==> config.mk <==
export PLATFORM = sky130hd
export DESIGN_NAME = rspr_frame
export DESIGN_NICKNAME = d
export VERILOG_FILES = /design/src/rspr_pkg.sv /design/src/rspr_frame.sv
export SDC_FILE = /design/constraint.sdc
export NUM_CORES = 1
export LEC_CHECK = 0
export BUFFER_PORTS_ARGS = -buffer_cell sky130_fd_sc_hd__buf_2
export CORE_MARGIN = 2
export CORE_UTILIZATION = 56
export DETAILED_ROUTE_END_ITERATION = 6
export GPL_ROUTABILITY_DRIVEN = 0
export PLACE_DENSITY = 0.82
export SETUP_SLACK_MARGIN = 0.3
export SYNTH_ARGS = -nofsm -noshare
export SYNTH_HDL_FRONTEND = slang
export SYNTH_SLANG_ARGS = --single-unit
export TNS_END_PERCENT = 5
==> constraint.sdc <==
create_clock -name clk -period 3.4 [get_ports clk]
set_input_delay 0.17 -clock clk [delete_from_list [all_inputs] [get_ports clk]]
set_output_delay 0.17 -clock clk [all_outputs]
set_load 0.01 [all_outputs]
==> src/rspr_pkg.sv <==
`default_nettype none
// ----------------------------------------------------------------------------
// rspr_pkg
// Shared codes, characters and helpers of the serial protocol packet receiver.
// ----------------------------------------------------------------------------
package rspr_pkg;

	localparam logic [2:0] EV_NONE     = 3'd0;
	localparam logic [2:0] EV_GOOD     = 3'd1;
	localparam logic [2:0] EV_MISMATCH = 3'd2;
	localparam logic [2:0] EV_BADHEX   = 3'd3;
	localparam logic [2:0] EV_OVERFLOW = 3'd4;
	localparam logic [2:0] EV_READ     = 3'd5;

	localparam logic [7:0] CH_START = 8'h24; // '$'
	localparam logic [7:0] CH_HASH  = 8'h23; // '#'
	localparam logic [7:0] CH_ACK   = 8'h2B; // '+'
	localparam logic [7:0] CH_NAK   = 8'h2D; // '-'
	localparam logic [7:0] CH_NUL   = 8'h00;

	// Framer verdict for one received byte.
	typedef struct packed {
		logic [2:0] ev;
		logic [7:0] ack;
		logic       wr_en;
	} frm_res_t;

	// Bit 4 flags a character that is not a hex digit; bits 3..0 hold its value.
	function automatic logic [4:0] hex_value(input logic [7:0] c);
		logic [4:0] v;
		v = 5'h10;
		if (c >= 8'h30 && c <= 8'h39) begin
			v = {1'b0, 4'(c - 8'h30)};
		end else if (c >= 8'h61 && c <= 8'h66) begin
			v = {1'b0, 4'(c - 8'h57)};
		end else if (c >= 8'h41 && c <= 8'h46) begin
			v = {1'b0, 4'(c - 8'h37)};
		end
		return v;
	endfunction

endpackage
`default_nettype wire

==> src/rspr_frame.sv <==
`default_nettype none
// ----------------------------------------------------------------------------
// rspr_frame
// Framing state machine: start hunt, payload sum, checksum digits, verdict.
// ----------------------------------------------------------------------------
module rspr_frame #(
	parameter int BUF_BYTES = 4096,
	parameter int CW        = $clog2(BUF_BYTES)
) (
	input  wire logic             clk,
	input  wire logic             arst_n,
	input  wire logic             en,
	input  wire logic [7:0]       rx_byte,
	output rspr_pkg::frm_res_t    res,
	output logic      [CW-1:0]    wr_addr,
	output logic      [CW-1:0]    len_next
);

	typedef enum logic [1:0] {
		PH_HUNT,
		PH_DATA,
		PH_HEX1,
		PH_HEX2
	} phase_t;

	phase_t          phase_q, phase_d;
	logic [CW-1:0]   count_q, count_d;
	logic [7:0]      sum_q, sum_d;
	logic [4:0]      hi_q, hi_d;
	logic [CW-1:0]   len_q, len_d;
	logic [4:0]      lo_val;
	logic            last_slot;

	assign lo_val    = rspr_pkg::hex_value(rx_byte);
	assign last_slot = (count_q == CW'(BUF_BYTES - 1));
	assign wr_addr   = count_q;
	assign len_next  = len_d;

	always_comb begin
		phase_d   = phase_q;
		count_d   = count_q;
		sum_d     = sum_q;
		hi_d      = hi_q;
		len_d     = len_q;
		res.ev    = rspr_pkg::EV_NONE;
		res.ack   = rspr_pkg::CH_NUL;
		res.wr_en = 1'b0;
		if (en) begin
			case (phase_q)
				PH_HUNT: begin
					if (rx_byte == rspr_pkg::CH_START) begin
						phase_d = PH_DATA;
						count_d = '0;
						sum_d   = '0;
					end
				end
				PH_DATA: begin
					if (rx_byte == rspr_pkg::CH_HASH) begin
						phase_d = PH_HEX1;
					end else begin
						res.wr_en = 1'b1;
						if (last_slot) begin
							// The buffer just filled: drop the packet without an ack.
							res.ev  = rspr_pkg::EV_OVERFLOW;
							phase_d = PH_HUNT;
							count_d = '0;
							sum_d   = '0;
						end else begin
							count_d = count_q + CW'(1);
							sum_d   = sum_q + rx_byte;
						end
					end
				end
				PH_HEX1: begin
					hi_d    = lo_val;
					phase_d = PH_HEX2;
				end
				PH_HEX2: begin
					if (hi_q[4] || lo_val[4]) begin
						res.ev  = rspr_pkg::EV_BADHEX;
						res.ack = rspr_pkg::CH_NAK;
					end else if ({hi_q[3:0], lo_val[3:0]} == sum_q) begin
						res.ev  = rspr_pkg::EV_GOOD;
						res.ack = rspr_pkg::CH_ACK;
						len_d   = count_q;
					end else begin
						res.ev  = rspr_pkg::EV_MISMATCH;
						res.ack = rspr_pkg::CH_NAK;
					end
					phase_d = PH_HUNT;
					count_d = '0;
					sum_d   = '0;
					hi_d    = '0;
				end
				default: begin
					phase_d = PH_HUNT;
				end
			endcase
		end
	end

	always_ff @(posedge clk or negedge arst_n) begin
		if (!arst_n) begin
			phase_q <= PH_HUNT;
			count_q <= '0;
			sum_q   <= '0;
			hi_q    <= '0;
			len_q   <= '0;
		end else begin
			phase_q <= phase_d;
			count_q <= count_d;
			sum_q   <= sum_d;
			hi_q    <= hi_d;
			len_q   <= len_d;
		end
	end

endmodule
`default_nettype wire

-- After elaboration in Yosys (flattened, before gate mapping)
Cells that the tools add are included.
- flip-flop bits (word level): 39
- latch bits: 0
- bits in writable memories: 0
- memory bits (read-only): 0
- output and inout port bits: 36
- memories: 0
- $add $sub $neg: 5
- multiply operators: 0
- divide/modulo/power cells: 0
- magnitude comparators: 6
- equal/unequal tests: 10
- shift-type cells: 0
- muxes and demuxes: 29
- bitwise operators: 0
- reductions and logical operators: 10
- operator list (kind ; count):
    two-way mux 12 bit ; 8
    case mux 12 bit (3 select lines) ; 1
    two-way mux 8 bit ; 4
    case mux 8 bit (3 select lines) ; 1
    equality test 8 x 6 -> 1 bit (second input constant) ; 2
    >= comparator 8 x 7 -> 1 bit (second input constant) ; 2
    <= comparator 8 x 7 -> 1 bit (second input constant) ; 2
    two-way mux 5 bit ; 3
    adder 12 x 1 -> 12 bit (second input constant) ; 1
    equality test 12 bit (second input constant) ; 1
    two-way mux 11 bit ; 1
    two-way mux 10 bit ; 1
    case mux 5 bit (2 select lines) ; 1
    adder 8 bit ; 1
    equality test 8 bit ; 1
    >= comparator 8 x 6 -> 1 bit (second input constant) ; 1
    <= comparator 8 x 6 -> 1 bit (second input constant) ; 1
    case mux 2 bit (4 select lines) ; 1
    subtractor 4 x 3 -> 4 bit (second input constant) ; 2
    two-way mux 2 bit ; 3
    two-way mux 3 bit ; 2
    case mux 3 bit (2 select lines) ; 1
    equality test 2 bit (second input constant) ; 2
    != test 2 bit (second input constant) ; 2
    other kinds (12) ; 15

-- Logic depth before layout (Yosys ltp)
- depth in word-level cells: 10
- mapped depth: 9
- gate-level depth less buffers: 8

-- Least setup slack after synthesis
No wires, ideal clock.
- path kind: input-to-output
- from: in rx_byte[1]
- to: out len_next[10]
- data arrival time: 2.543 ns
- required time: 3.230 ns
- slack: 0.687 ns
- stages: 9
- path buffers: 1
- cells stage by stage: inv_1 ha_1 or4b_4 a22o_1 a32oi_4 o221ai_2 a2111oi_4 buf_6 mux2_1
- word-level cells in the longest chain between the ends: 10
- elaborated cells between the ends (all ways): 21
- those cells by class: 3 x add/sub; 6 x order compare; 1 x eq/ne; 7 x mux; 4 x reduce/logical
- RTL lines (element ; line ; source):
    from (decl) ; rspr_frame.sv:13 ; input wire logic [7:0] rx_byte,
    >= comparator 8 x 7 -> 1 bit or <= comparator 8 x 7 -> 1 bit (tied branches) ; rspr_pkg.sv:36 ; end else if (c >= 8'h41 && c <= 8'h46) begin
    logical AND 1 bit ; rspr_pkg.sv:36 ;
    two-way mux 5 bit ; rspr_pkg.sv:36 ;
    two-way mux 5 bit ; rspr_pkg.sv:34 ; end else if (c >= 8'h61 && c <= 8'h66) begin
    two-way mux 5 bit * ; rspr_pkg.sv:32 ; if (c >= 8'h30 && c <= 8'h39) begin
    equality test 8 bit ; rspr_frame.sv:82 ; end else if ({hi_q[3:0], lo_val[3:0]} == sum_q) begin
    two-way mux 12 bit ; rspr_frame.sv:82 ;
    two-way mux 12 bit * ; rspr_frame.sv:79 ; if (hi_q[4] || lo_val[4]) begin
    two-way mux 12 bit * ; rspr_frame.sv:49 ; case (phase_q)
    two-way mux 12 bit * ; rspr_frame.sv:48 ; if (en) begin
    to (decl) ; rspr_frame.sv:16 ; output logic [CW-1:0] len_next
Every way passes the cells marked *; elsewhere a longest branch is shown, timed or not.

-- Worst setup path in the final report
- from: in rx_byte[0]
- to: out len_next[11]
The elaborated chain is that of the path after synthesis.

==> results.toml <==
[status]
status = "finished, violations left"
violations = "hold timing"

[yosys]
synthFlopType = "dfrtp_1"
yosys_warnings = 0
syn_area_mm2 = 0.00253
avgSynthCellArea_um2 = 9.73
synth_cell_types = 55
ys_seq_area_share_pct = 38.6
synthCells = 260
ys_ff_latch = 39
ys_async_sr_fraction_pct = 100
synth_edf_count = 0

[cells_and_area]
n_fill_cell = 350
nets = 328
fin_cells = 357
antennaDiodeCount = 0
drive_above_1_share_pct = 25.9
syn_to_final_growth_pct = 16.0

[sta]
finClkSkew_ns = 0.00807
max-slew-margin-rel_pct = 41.9
fin_crit_ns = 2.99
finalHoldViolCount = 21
max_freq_ghz = 0.334
period_share_pct = 88.0
drv_slew = 0
setup-tns-final_ns = 0
fin_ws_ns = 0.409
hold_ws_ns = -0.0123
rsz0062_at_grt = "false"
worstMarginPinSlew_ns = 0.872
setup_viol = 0

[pwr]
p_leak_nw = 1.41
p_per_area_mw_per_mm2 = 440
total_power_mw = 1.29
ir_drop_v = 0.000361

[worst_setup_path]
cp_max_fo = 8
crit_start = "rx_byte[0]"
required_ns = 3.23
end_kind = "output port"
cp.arrival_ns = 2.82
cp-start-kind = "primary input"
crit_type = "primary input to output port"
r2r-start = "sum_q[5]$_DFFE_PN0P_"

[placed_design]
dp_hpwl_mm = 4.13
place_ws_ns = 0.229
post-place-cells = 345
io_buffers = 43

[route]
vias_per_cell = 5.89
first_pass_iters = 4
drtAntennaViolNets = 0
drt_iter0_markers = 119
avgRoutedWirePerCell_um = 16.0
drc = 0
dr_total_vias = 2104
routed_wl_mm = 5.72

[run]
drv_cap = 0

[global_routing]
grt_usage_pct = 24.3
grt_max_degree = 40
antenna_found_initial = 0
overflow = 0
grt_pass1_vias = 2047
grt_pass1_wl_mm = 9.67

[die]
die_area_mm2 = 0.00507
core-area_mm2 = 0.00435
core.rowCount = 24
die_h_um = 71.2
die_w_um = 71.2
initial_core_util_pct = 58.1
io_pins = 47

[clocking]
cts_made_buffers = 5
clock_path_buffers = 2
cts_tree = "done"
cts_sinks = 39
root_buffer = "clkbuf_8"
clk_pin_slew_worst_paths_ns = 0.08
worstSkewPairLatency_ns = 0.29
htree_levels = 2

[hold_path]
min_path_type = "primary input to asynchronous set/reset pin"
==> what timing repair did <==
| item | CTS | global route |
|---|---|---|
| pin swaps | 1 | 4 |
| resized for setup | 3 | 6 |
| gates cloned | 1 | 0 |
| hold endpoints to repair | 0 | 0 |
| setup endpoints to repair | 12 | 12 |
| hold buffers | 0 | 0 |
| buffers inserted | 0 | 3 |
==> cell usage in the layout (no fill, tap or decap), types with 3 or more instances in the layout <==
| master | instances |
|---|---|
| o21ai_0 | 16 |
| nand3_1 | 11 |
| mux2_4 | 9 |
| a22o_1 | 5 |
| xor2_1 | 5 |
| o31ai_1 | 7 |
| mux2_1 | 3 |
| a21oi_1 | 13 |
| buf_2 | 42 |
| clkbuf_8 | 6 |
| buf_4 | 4 |
| ha_1 | 10 |
| inv_1 | 8 |
| xnor2_1 | 9 |
| nand4_1 | 4 |
| nand2_1 | 28 |
| nor2_1 | 16 |
| nor3_1 | 6 |
| o21ai_1 | 4 |
| dfrtp_1 | 39 |
| a31oi_1 | 3 |
| conb_1 | 3 |
==> cell usage after synthesis, drive strengths merged (2+ instances only) <==
library cell	instances	share of area [%]
o31ai	7	2.1
nand4	4	0.99
a21boi	2	0.59
or3b	2	0.69
a21o	2	0.59
clkbuf	7	1.0
o21ai	20	4.0
nand3b	2	0.59
a31oi	3	0.74
o41ai	2	0.69
nand2	28	4.2
and2	2	0.49
and4	2	0.69
nor2	16	2.4
buf	7	2.2
nor2b	2	0.49
nand3	11	2.2
or3	2	0.49
inv	9	1.3
nor3b	2	0.59
nor3	6	1.2
ha	12	5.9
xnor2	9	3.1
xor2	5	1.7
a22o	5	1.7
and3	3	0.94
or4b	2	0.94
dfrtp	39	39
mux2	12	6.7
nand2b	2	0.49
nor4b	3	1.5
o21bai	2	0.59
a21oi	13	2.6
==> state kept, by name, indices dropped and copies added (netlist names), named ones only <==
register  cells
len_q        12
wr_addr      12
sum_q         8
hi_q          5
phase_q       1
==> stage by stage <==
step / util, % / cell area, um^2
finish: 67.4 / 2930
global route: 67.4 / 2930
CTS: 66.4 / 2890
detailed placement: 63.3 / 2760
global placement: 63.3 / 2760
floorplan: - / 2540
==> cell families after synthesis <==
group / Yosys count / share of synthesized area [%]
AO/OA/AOI/OAI: 66 / 18.6
multiplexers: 12 / 6.68
other: 1 / 0.148
XOR/XNOR: 14 / 4.85
buffers and inverters: 23 / 4.60
flip-flops: 39 / 38.6
AND/OR/NAND/NOR: 92 / 19.8
adder cells (fa/ha/maj): 13 / 6.73
==> final cells by class <==
class | instances | area [um^2] | area share (%)
timing repair buffer | 49 | 270 | 9.21
sequential | 39 | 976 | 33.3
tap | 52 | 65.1 | 2.22
clock buffer | 6 | 82.6 | 2.81
inverter | 9 | 33.8 | 1.15
multi-input combinational | 200 | 1470 | 50.1
clock inverter | 2 | 35.0 | 1.19
==> final timing paths <==
check                      slack (ns)  cells past startpoint                     end
min in group clk                 0.22                      3  phase_q[0]$_DFFE_PN0P_
min                             -0.01                      1    sum_q[1]$_DFFE_PN0P_
max reg2reg                      0.99                      7     len_q[11]$_DFF_PN0_
min reg2reg                      0.48                      1     len_q[11]$_DFF_PN0_
max                              0.41                     11            len_next[11]
max in group asynchronous        2.86                      1     hi_q[3]$_DFFE_PN0P_
==> power by group <==
part / leakage [nW] / switching, mW / internal [mW] / total (mW)
registers: 0.535 / 0.0671 / 0.502 / 0.569
clock network: 0.0612 / 0.165 / 0.238 / 0.402
logic: 0.814 / 0.185 / 0.136 / 0.321
total: 1.41 / 0.417 / 0.876 / 1.29
==> worst max-delay path, cell delays in order <==
cell,delay (ns)
buf_2,0.15
inv_1,0.09
ha_2,0.19
or4b_4,0.48
a22o_1,0.24
a32oi_4,0.25
o221ai_2,0.16
a2111oi_4,0.39
buf_6,0.21
mux2_1,0.34
buf_2,0.14
==> routing by layer <==
metal  vias to the layer above  track usage [%]  wire length [um]
met1                      1004             33.5              2560
li1                       1027                -                 -
met4                         0             8.39               107
met3                         9             4.64               293
met2                        64             38.7              2760
met5                         -                0                 0
Power figures use the tool's default switching activity.
